`src/rtl/core/jtp_pkg.sv`:
```
// ----------------------------------------------------------------------------
// Joint trajectory point - shared package
// Fixed-point formats, configuration register codes and the Q0.24 product.
// ----------------------------------------------------------------------------
package jtp_pkg;

    localparam int FRAC_W      = 24;           // Q0.24 fraction bits
    localparam int QW          = FRAC_W + 1;   // ratio / scale width, holds 1.0
    localparam int HALF_Q24    = 1 << (FRAC_W - 1);
    localparam int ONE_Q24     = 1 << FRAC_W;

    localparam int MAX_POINTS  = 1024;
    localparam int D_W         = $clog2(MAX_POINTS);  // width of points-1
    localparam int NP_W        = 11;
    localparam int IDX_W       = 10;
    localparam int ANGLE_W_DEF = 32;

    localparam int CFG_IDX_W   = 4;
    localparam int CFG_DATA_W  = 16;

    localparam logic [CFG_IDX_W-1:0] CFG_NUM_POINTS   = CFG_IDX_W'(0);
    localparam logic [CFG_IDX_W-1:0] CFG_SCALING_MODE = CFG_IDX_W'(1);

    localparam logic             MODE_CUBIC   = 1'b0;
    localparam logic             MODE_QUINTIC = 1'b1;
    localparam logic [NP_W-1:0]  NP_RESET     = NP_W'(2);
    localparam logic             MODE_RESET   = MODE_QUINTIC;

    typedef logic [QW-1:0] t_q24;

    // angle difference, wide enough to split off a 24-bit low part
    function automatic int diff_w(input int aw);
        return (aw + 1 > QW) ? aw + 1 : QW;
    endfunction

    // rounded Q0.24 product of two values in [0, 1.0]
    function automatic t_q24 mul_q24(input t_q24 a, input t_q24 b);
        logic [2*QW-1:0] p;
        p = (2*QW)'(a) * (2*QW)'(b) + (2*QW)'(HALF_Q24);
        return p[FRAC_W+QW-1:FRAC_W];
    endfunction

endpackage

```
`src/rtl/core/jtp_interp.sv`:
```
// ----------------------------------------------------------------------------
// Interpolator
// start + round(s * (end - start) / 2^24), the product split into a low
// 24-bit and a high signed partial product.
// ----------------------------------------------------------------------------
module jtp_interp #(
    parameter int AW = jtp_pkg::ANGLE_W_DEF
) (
    input  logic                                  i_clk,
    input  logic                                  i_rst_n,
    input  logic                                  i_vld,
    input  jtp_pkg::t_q24                         i_scale,
    input  logic [AW-1:0]                         i_start,
    input  logic signed [jtp_pkg::diff_w(AW)-1:0] i_diff,
    output logic                                  o_vld,
    output logic [AW-1:0]                         o_angle
);
    import jtp_pkg::*;

    localparam int DXW = diff_w(AW);
    localparam int DHW = DXW - FRAC_W;
    localparam int PLW = QW + FRAC_W;
    localparam int PHW = QW + DHW + 1;

    logic [2:0] r_vld;

    logic [FRAC_W-1:0]      dl;
    logic signed [DHW-1:0]  dh;
    logic signed [PHW-1:0]  ph;
    logic [PLW:0]           lo_full;

    logic [PLW-1:0] r_pl;
    logic [AW-1:0]  r_ph;
    logic [AW-1:0]  r_start;
    logic [QW:0]    r_lo;
    logic [AW-1:0]  r_t;
    logic [AW-1:0]  r_out;

    assign dl      = i_diff[FRAC_W-1:0];
    assign dh      = i_diff[DXW-1:FRAC_W];
    assign ph      = PHW'($signed({1'b0, i_scale})) * PHW'(dh);
    assign lo_full = (PLW+1)'(r_pl) + (PLW+1)'(HALF_Q24);

    always_ff @(posedge i_clk) begin
        if (!i_rst_n) begin
            r_vld <= '0;
        end else begin
            r_vld <= {r_vld[1:0], i_vld};
        end
    end

    // result lies between start and end, so modulo 2^AW arithmetic is exact
    always_ff @(posedge i_clk) begin
        r_pl    <= PLW'(i_scale) * PLW'(dl);
        r_ph    <= ph[AW-1:0];
        r_start <= i_start;

        r_lo    <= lo_full[PLW:FRAC_W];
        r_t     <= r_start + r_ph;

        r_out   <= r_t + AW'(r_lo);
    end

    assign o_vld   = r_vld[2];
    assign o_angle = r_out;

endmodule

```
`config.mk`:
```
export PLATFORM = sky130hd
export DESIGN_NAME = jtp_interp
export DESIGN_NICKNAME = d
export VERILOG_FILES = /design/src/rtl/core/jtp_pkg.sv /design/src/rtl/core/jtp_interp.sv
export SDC_FILE = /design/constraint.sdc
export NUM_CORES = 2
export LEC_CHECK = 0
export ABC_AREA = 1
export BUFFER_PORTS_ARGS = -buffer_cell sky130_fd_sc_hd__buf_2
export CORE_ASPECT_RATIO = 1.4
export CORE_MARGIN = 2
export CORE_UTILIZATION = 60
export CTS_BUF_LIST = sky130_fd_sc_hd__clkbuf_16
export CTS_CLUSTER_DIAMETER = 60
export DETAILED_ROUTE_END_ITERATION = 12
export MAX_ROUTING_LAYER = met4
export PLACE_DENSITY_LB_ADDON = 0.3
export RECOVER_POWER = 25
export SYNTH_ARGS = -nofsm -noshare
export SYNTH_HDL_FRONTEND = slang
export SYNTH_SLANG_ARGS = --single-unit
export TNS_END_PERCENT = 1
```
`constraint.sdc`:
```
create_clock -name i_clk -period 15.35 [get_ports i_clk]
set_input_delay 1.535 -clock i_clk [delete_from_list [all_inputs] [get_ports i_clk]]
set_output_delay 1.535 -clock i_clk [all_outputs]
set_load 0.01 [all_outputs]
```
==> impl_metrics.tcl <==
set metrics [dict create \
    synth_area_um2 35600 \
    die_h_um 292 \
    end_kind "flip-flop" \
    fillers 5248 \
    maxSlewHeadroom_pct 33.4 \
    post_cts_resized 0 \
    maxCapViolations 0 \
    hp-class "flip-flop to flip-flop" \
    wl_per_cell_um 18.3 \
    rsz0062_at_grt "no" \
    cts_root_buf "clkbuf_16" \
    final_antenna_net_count 0 \
    synth-edff-count 0 \
    gp_congestion 0.992 \
    yosysTopAreaCellShare_pct 37.5 \
    grt_overflow 0 \
    cts_tree "built" \
    die_w_um 210 \
    antenna_found_initial 2 \
    viasPerCell 5.34 \
    cp.arrival_ps 7890 \
    worst-slew-pin-transition_ps 998 \
    tns_ps 0 \
    synth_cell_types 38 \
    synth.most_common_cell "inv_1" \
    netlist_instances 4682 \
    ctsHoldBuffers 0 \
    whs_ps 416 \
    r2r_cells 8 \
    worstPathRequired_ps 15720 \
    synth.top_cells.by_count "inv_1 (1305), nand2_1 (1205), fa_1 (667)" \
    clkSinkCount 183 \
    hold_viol 0 \
    setup_violations 0 \
    status "finished clean" \
    grt_usage_pct 34.8 \
    nNetsFinal 5711 \
    critPathKind "input pin to flip-flop" \
    slew_viol_final 0 \
    first_pass_iters 6 \
    whs_path_depth 2 \
    synth_top_cell_by_area "fa_1" \
    port-buffer-count 125 \
    syn_nets 5743 \
    hpwlAfterDp_mm 79.0 \
    grt_max_degree 34 \
    clock-skew-final_ps 18.6 \
    synth_area_per_cell_um2 7.61 \
    max_freq_mhz 133 \
    grt_pass1_wl_mm 161 \
    clk_pin_slew_worst_paths_ps 90 \
    clock_path_buffers 2 \
    route.vias.total 28936 \
    yosysWarnings 0 \
    synth_area_leaders "fa_1 (37%), inv_1 (14%), nand2_1 (13%), ha_1 (11%), dfxtp_1 (10%)" \
    rows 105 \
    final_min_period_over_clock_period_pct 49.0 \
    synth_flop_cell "dfxtp_1" \
    synth_seq_cells 183 \
    cts-htree-levels 4 \
    synth_async_sr_flop_share_pct 0 \
    final.min_clock_period_ps 7530 \
    ys_seq_area_share_pct 10.3 \
    area_delta_synth_final_pct 4.35 \
    clk_latency_ps 470 \
    wirelength_mm 99.0 \
    cp-start-kind "input pin" \
    drive_gt1_share_pct 4.37 \
    pin_count 126 \
    design.die.area_um2 61400 \
    numCtsBuffers 17 \
    first_iter_violations 2006 \
    route.detailed.drc 0 \
    cp_max_fo 33 \
    coreArea_um2 58700 \
    post_cts_buffers 0 \
    grt_pass1_vias 31453 \
    start_util_pct 60.7 \
]
==> worst max-delay path: stages <==
cell and delay, ps:
buf_2 630, nand2_1 190, fa_1 560, inv_1 50, fa_1 480, inv_1 60, fa_1 500, fa_1 550
inv_1 70, fa_1 440, fa_1 510, inv_1 50, fa_1 510, inv_1 50, ha_1 370, nand2_1 120
nor2_1 250, inv_1 70, nor2_1 180, inv_1 80, nor2_1 160, nand2_1 70, nand2_1 100, xor2_1 260
==> state kept, by name (all words and copies together), names as in the netlist <==
signal,flops
r_ph,32
r_start,32
r_pl,26
r_lo,26
r_t,32
o_angle,32
r_vld,3
==> cells in the final DEF (no fill, tap or decap), types with 85 or more instances in the layout <==
cell and count:
dfxtp_1 183, xor2_1 85, a21oi_1 158, nand3_1 90
inv_1 1305, fa_1 667, ha_1 301, nor2_1 196
nand2_1 1207, buf_2 121
==> stage by stage <==
stage / utilization, % / setup WS, ps / std cells / instance area (um^2)
finish: 63.3 / 7820 / 5415 / 37200
global route: 63.3 / 7540 / 5414 / 37200
CTS: 63.4 / 7900 / 5412 / 37200
detailed placement: 62.3 / 7420 / 5380 / 36600
global placement: 62.3 / 7470 / 5380 / 36600
floorplan: - / 8170 / 4682 / 35600
==> layout make-up <==
type	instances	area [um^2]	area share [%]
clock inverter	15	195	0.525
sequential	183	3660	9.86
tap	749	937	2.52
inverter	1306	4900	13.2
antenna	3	7.51	0.0202
multi-input combinational	3000	26300	70.7
clock buffer	17	425	1.14
timing repair buffer	142	748	2.01
==> kinds of logic after synthesis <==
family          Yosys count  share of synthesized area (%)
compound gates          321                           5.05
flops                   183                           10.3
buf+inv                1499                           15.8
fa+ha+maj               968                           48.1
simple gates           1593                           17.9
xor+xnor                118                           2.90
==> final timing paths <==
| path | start | to | slack, ps |
|---|---|---|---|
| worst max-delay path | i_scale[20] | r_pl[26]$_DFF_P_ | 7820 |
| worst min-delay path | r_vld[0]$_SDFF_PN0_ | r_vld[1]$_SDFF_PN0_ | 420 |
| worst max register to register | r_start[0]$_DFF_P_ | r_t[20]$_DFF_P_ | 12910 |
| worst min register to register | r_vld[0]$_SDFF_PN0_ | r_vld[1]$_SDFF_PN0_ | 420 |
==> routing by layer <==
metal / wire, um / track usage (%) / vias to the layer above
li1: - / - / 13401
met1: 36000 / 38.4 / 14107
met2: 50500 / 61.1 / 1132
met3: 6170 / 3.83 / 296
met4: 6260 / 19.6 / 0
met5: 0 / - / -
Power is not shown: default switching activity piles up to over one toggle a cycle in this logic, so the estimate is an artifact.
