[src/rtl/core/jtp_pkg.sv]
// ----------------------------------------------------------------------------
// Joint trajectory point - shared package
// Fixed-point formats, configuration register codes and the Q0.24 product.
// ----------------------------------------------------------------------------
package jtp_pkg;

    localparam int FRAC_W      = 24;           // Q0.24 fraction bits
    localparam int QW          = FRAC_W + 1;   // ratio / scale width, holds 1.0
    localparam int HALF_Q24    = 1 << (FRAC_W - 1);
    localparam int ONE_Q24     = 1 << FRAC_W;

    localparam int MAX_POINTS  = 1024;
    localparam int D_W         = $clog2(MAX_POINTS);  // width of points-1
    localparam int NP_W        = 11;
    localparam int IDX_W       = 10;
    localparam int ANGLE_W_DEF = 32;

    localparam int CFG_IDX_W   = 4;
    localparam int CFG_DATA_W  = 16;

    localparam logic [CFG_IDX_W-1:0] CFG_NUM_POINTS   = CFG_IDX_W'(0);
    localparam logic [CFG_IDX_W-1:0] CFG_SCALING_MODE = CFG_IDX_W'(1);

    localparam logic             MODE_CUBIC   = 1'b0;
    localparam logic             MODE_QUINTIC = 1'b1;
    localparam logic [NP_W-1:0]  NP_RESET     = NP_W'(2);
    localparam logic             MODE_RESET   = MODE_QUINTIC;

    typedef logic [QW-1:0] t_q24;

    // angle difference, wide enough to split off a 24-bit low part
    function automatic int diff_w(input int aw);
        return (aw + 1 > QW) ? aw + 1 : QW;
    endfunction

    // rounded Q0.24 product of two values in [0, 1.0]
    function automatic t_q24 mul_q24(input t_q24 a, input t_q24 b);
        logic [2*QW-1:0] p;
        p = (2*QW)'(a) * (2*QW)'(b) + (2*QW)'(HALF_Q24);
        return p[FRAC_W+QW-1:FRAC_W];
    endfunction

endpackage

[src/rtl/core/jtp_ratio_div.sv]
// ----------------------------------------------------------------------------
// Ratio divider
// Pipelined restoring divider, one quotient bit per stage:
// r = floor((idx * 2^24 + d/2) / d) in Q0.24.
// ----------------------------------------------------------------------------
module jtp_ratio_div #(
    parameter int SB_W = 1
) (
    input  logic                    i_clk,
    input  logic                    i_rst_n,
    input  logic                    i_vld,
    input  logic [jtp_pkg::D_W-1:0] i_idx,
    input  logic [jtp_pkg::D_W-1:0] i_d,
    input  logic [SB_W-1:0]         i_sb,
    output logic                    o_vld,
    output jtp_pkg::t_q24           o_ratio,
    output logic [SB_W-1:0]         o_sb
);
    import jtp_pkg::*;

    logic [QW:0]      r_vld, n_vld;
    logic [D_W-1:0]   r_rem [0:QW];
    logic [D_W-1:0]   n_rem [0:QW];
    logic [D_W-1:0]   r_d   [0:QW];
    logic [D_W-1:0]   n_d   [0:QW];
    logic [QW-1:0]    r_low [0:QW];
    logic [QW-1:0]    n_low [0:QW];
    logic [QW-1:0]    r_q   [0:QW];
    logic [QW-1:0]    n_q   [0:QW];
    logic [SB_W-1:0]  r_sb  [0:QW];
    logic [SB_W-1:0]  n_sb  [0:QW];
    logic [D_W:0]     part  [0:QW-1];

    // Quotient < 2^25, so the top of the dividend (idx >> 1) is already below d
    always_comb begin
        n_vld[0] = i_vld;
        n_rem[0] = i_idx >> 1;
        n_low[0] = {i_idx[0], FRAC_W'(i_d >> 1)};
        n_q[0]   = '0;
        n_d[0]   = i_d;
        n_sb[0]  = i_sb;
        for (int k = 0; k < QW; k++) begin
            part[k] = {r_rem[k], r_low[k][QW-1]};
            if (part[k] >= {1'b0, r_d[k]}) begin
                n_rem[k+1] = D_W'(part[k] - {1'b0, r_d[k]});
                n_q[k+1]   = {r_q[k][QW-2:0], 1'b1};
            end else begin
                n_rem[k+1] = part[k][D_W-1:0];
                n_q[k+1]   = {r_q[k][QW-2:0], 1'b0};
            end
            n_low[k+1] = {r_low[k][QW-2:0], 1'b0};
            n_d[k+1]   = r_d[k];
            n_sb[k+1]  = r_sb[k];
            n_vld[k+1] = r_vld[k];
        end
    end

    always_ff @(posedge i_clk) begin
        if (!i_rst_n) begin
            r_vld <= '0;
        end else begin
            r_vld <= n_vld;
        end
    end

    always_ff @(posedge i_clk) begin
        for (int k = 0; k <= QW; k++) begin
            r_rem[k] <= n_rem[k];
            r_d[k]   <= n_d[k];
            r_low[k] <= n_low[k];
            r_q[k]   <= n_q[k];
            r_sb[k]  <= n_sb[k];
        end
    end

    assign o_vld   = r_vld[QW];
    assign o_ratio = r_q[QW];
    assign o_sb    = r_sb[QW];

endmodule

[config.mk]
export PLATFORM = sky130hd
export DESIGN_NAME = jtp_ratio_div
export DESIGN_NICKNAME = d
export VERILOG_FILES = /design/src/rtl/core/jtp_pkg.sv /design/src/rtl/core/jtp_ratio_div.sv
export SDC_FILE = /design/constraint.sdc
export NUM_CORES = 1
export LEC_CHECK = 0
export BUFFER_PORTS_ARGS = -buffer_cell sky130_fd_sc_hd__buf_2
export CAP_MARGIN = 20
export CORE_MARGIN = 4
export CORE_UTILIZATION = 40
export CTS_BUF_LIST = sky130_fd_sc_hd__clkbuf_4 sky130_fd_sc_hd__clkbuf_8
export DETAILED_ROUTE_END_ITERATION = 10
export PLACE_DENSITY = 0.61
export SYNTH_ARGS = -nofsm -noshare
export SYNTH_HDL_FRONTEND = slang
export SYNTH_SLANG_ARGS = --single-unit
export TNS_END_PERCENT = 5
[constraint.sdc]
create_clock -name i_clk -period 2 [get_ports i_clk]
set_input_delay 0 -clock i_clk [delete_from_list [all_inputs] [get_ports i_clk]]
set_output_delay 0 -clock i_clk [all_outputs]
set_load 0.05 [all_outputs]
==> qor.yml <==
place:
  gp_congestion: 0.875
  place_ws_ns: -0.317
  hpwl_mm: 46.5
  numPortBuffers: 50
synth:
  ys_warn_count: 0
  synth_ff_type: "dfxtp_1"
  synthArstFlopShare_pct: 0
  syn_avg_cell_area_um2: 11.2
  synth_seq_cells: 877
  synth.distinct_cells: 54
  synth_top_area_cell: "dfxtp_1"
  netlist_area_um2: 31600
  synth_nets: 3132
  synthTopCellsByArea: "dfxtp_1 (56%), ha_1 (9.9%), inv_1 (3.6%)"
  synth-seq-area-share_pct: 55.5
  synth_top_area_share_pct: 55.5
  synth_cells: 2834
  synth_edf_count: 0
floorplanning:
  start_util_pct: 40.6
  core_area_um2: 78000
  die_height_um: 289
  die_width_um: 289
  pin_count: 51
  placementRows: 102
  die_area_um2: 83600
sta:
  fmax_ghz: 0.454
  setup_viol: 152
  hold_viol: 0
  worstMarginPinSlew_ns: 0.422
  fin_crit_ns: 2.20
  fin_skew_ns: 0.0504
  relSlewSlack_pct: 71.5
  rsz0062_at_grt: "true"
  holdWs_ns: 0.199
  finalCritPeriodShare_pct: 110
  final.setup.worst_slack_ns: -0.203
  slew_viol_final: 0
finish:
  regArea_um2: 17600
  nFillCells: 6594
  multi_input_area_um2: 14100
  drive_gt1_share_pct: 34.3
  layout.nets: 3893
  areaGrowthSynthToFinish_pct: 34.7
  fin_util_pct: 54.6
global_route:
  grt_overflow: 0
  track_usage_pct: 15.5
  grt_pass1_vias: 23100
  met1_usage_pct: 18.0
  grt_pass1_wl_mm: 107
  grt_start_max_net_pins: 27
  top_usage_layer: "met2"
  met3_usage_pct: 3.64
  antenna_found_initial: 1
  use_met2_pct: 27.2
detailed_routing:
  routedWlPerCell_um: 13.8
  vias: 22100
  wl_mm: 65.6
  antenna_left: 0
  firstDrtPassIters: 5
  viasPerCell: 4.66
  drt_first_iter_violations: 824
  drc: 0
setup_path:
  crit_type: "flop to flop"
  worstPathMaxFanout: 3
  crit_required_ns: 2.64
  start_kind: "flop"
  rr_startpoint: "r_d[0][81]$_DFF_P_"
  cp-end-kind: "flop"
  crit_arrival_ns: 2.84
  crit_start: "r_d[0][81]$_DFF_P_"
power_and_ir_drop:
  vdd_drop_max_mv: 0.964
  cellLeakagePower_nw: 19.9
  power.density_nw_per_um2: 1860
  p_total_mw: 79.2
cts:
  clkSlewWorstSetupHoldPaths_ns: 0.06
  cts_root_buf: "clkbuf_8"
  cts_sinks: 877
  numCtsBuffers: 144
  cts_buffer_depth: 3
  cts_tree: "built"
  clk_latency_ns: 0.77
  h-tree-depth: 4
min_path:
  min-delay-start: "i_rst_n"
  hp-class: "primary input to flop"
status:
  violations: "negative setup slack"
  status: "finished, violations left"
run:
  maxCapViolCount: 0
==> flip-flops by register name, summed over array words and instances, names as in the netlist <==
signal  count
r_low       2
r_sb       26
r_rem     249
r_q       325
r_vld      26
r_d       249
==> report_power, final <==
part           total (mW)  switching (mW)  leakage, nW  internal [mW]
Combinational        34.9            15.8         10.7           19.1
Sequential           26.5            2.73         7.39           23.8
Clock                17.8            7.12         1.78           10.7
==> routing by layer <==
| metal | up-vias | wire (µm) | part of all wire (%) |
|---|---|---|---|
| li1 | 11200 | - | - |
| met1 | 10400 | 28200 | 43 |
| met2 | 408 | 32700 | 50 |
| met3 | 153 | 2700 | 4.1 |
| met4 | 0 | 2010 | 3.1 |
| met5 | - | 0 | 0 |
==> timing repair <==
item	CTS	global route
pin swaps	78	41
resized for setup	178	139
buffers inserted	12	6
hold buffers	46	0
cloned	4	0
hold endpoints to repair	47	0
endpoints found under the setup margin	248	250
==> placed cells by master, fill, tap and decap left out, types with 16 or more instances in the layout <==
cell type	count
nand4_1	25
o21ai_1	35
o21ai_0	115
clkbuf_8	177
dlygate4sd3_1	46
dfxtp_1	814
a211oi_1	27
a21oi_2	41
clkinv_2	23
ha_1	202
o21a_1	38
mux2_2	42
buf_4	524
inv_2	27
nor2_1	139
ha_4	45
xnor2_1	85
buf_2	50
a21oi_1	113
mux2_4	86
nand2b_1	19
a211o_1	21
clkbuf_4	31
dfxtp_2	60
xor2_1	71
o31a_1	16
nand3_1	19
a21o_1	49
nor2b_1	32
inv_1	279
nand2_1	129
and2_1	33
==> Yosys cell counts, types with 7 or more instances <==
cell / instances
a211o_1: 22
a211oi_1: 37
a21boi_0: 15
a21o_1: 49
a21oi_1: 154
and2_1: 33
and4_1: 7
buf_2: 7
buf_4: 11
buf_6: 10
dfxtp_1: 877
fa_1: 24
ha_1: 250
inv_1: 303
mux2_2: 78
mux2_4: 48
mux2i_1: 9
nand2_1: 131
nand2b_1: 24
nand3_1: 19
nand3b_1: 7
nand4_1: 25
nor2_1: 144
nor2b_1: 38
nor3_1: 19
o21a_1: 39
o21ai_0: 151
o21ai_1: 7
o21bai_1: 12
o31a_1: 16
o31ai_1: 10
o31ai_2: 10
o41ai_1: 8
or3_1: 12
xnor2_1: 85
xor2_1: 71
==> cell type report <==
type | instances | area share, %
multi-input cells | 1619 | 33.0
clock buffers | 208 | 6.26
flip-flops and latches | 877 | 41.4
diodes | 1 | 0.00587
clock inverters | 55 | 1.73
repair buffers | 644 | 11.8
inverters | 309 | 2.74
well taps | 1040 | 3.05
==> logic make-up (layout without fill, tap and decap cells) <==
| kind of cell | after synthesis | count (layout) | share of synthesized area, % |
|---|---|---|---|
| flip-flops | 877 | 877 | 55.5 |
| AO/OA/AOI/OAI | 581 | 583 | 11.8 |
| AND/OR/NAND/NOR | 466 | 466 | 6.98 |
| buffers and inverters | 340 | 1216 | 4.43 |
| adder cells (fa/ha/maj) | 274 | 274 | 11.4 |
| XOR/XNOR | 156 | 156 | 4.32 |
| multiplexers | 140 | 140 | 5.52 |
| other | 0 | 1 | 0 |
==> metrics by stage <==
step                      cell area, µm²  cells  setup TNS [ns]
after global placement             37300   4421          -32.57
after CTS                          41900   4746          -19.50
after floorplan                    31900   2834          -10.79
final                              42600   4753          -14.75
after global routing               42600   4753          -33.34
after detailed placement           37300   4421          -40.87
==> worst paths after layout <==
check / endpoint / slack, ns / depth (start not counted)
hold reg to reg: r_q[1][92]$_DFF_P_ / 0.31 / 0
hold / removal: r_vld[4]$_SDFF_PN0_ / 0.20 / 3
setup / recovery: r_rem[0][99]$_DFF_P_ / -0.20 / 9
setup reg to reg: r_rem[0][99]$_DFF_P_ / -0.20 / 9
==> worst max-delay path, stage by stage (launching register included) <==
cell and delay (ns):
dfxtp_4 0.37, inv_4 0.05, ha_4 0.20, nor2b_4 0.12, o31a_1 0.30, buf_4 0.17
nor3_1 0.27, o21ai_0 0.17, xor2_1 0.16, mux2_4 0.27
Note: power is estimated with default switching activity, not from simulation.
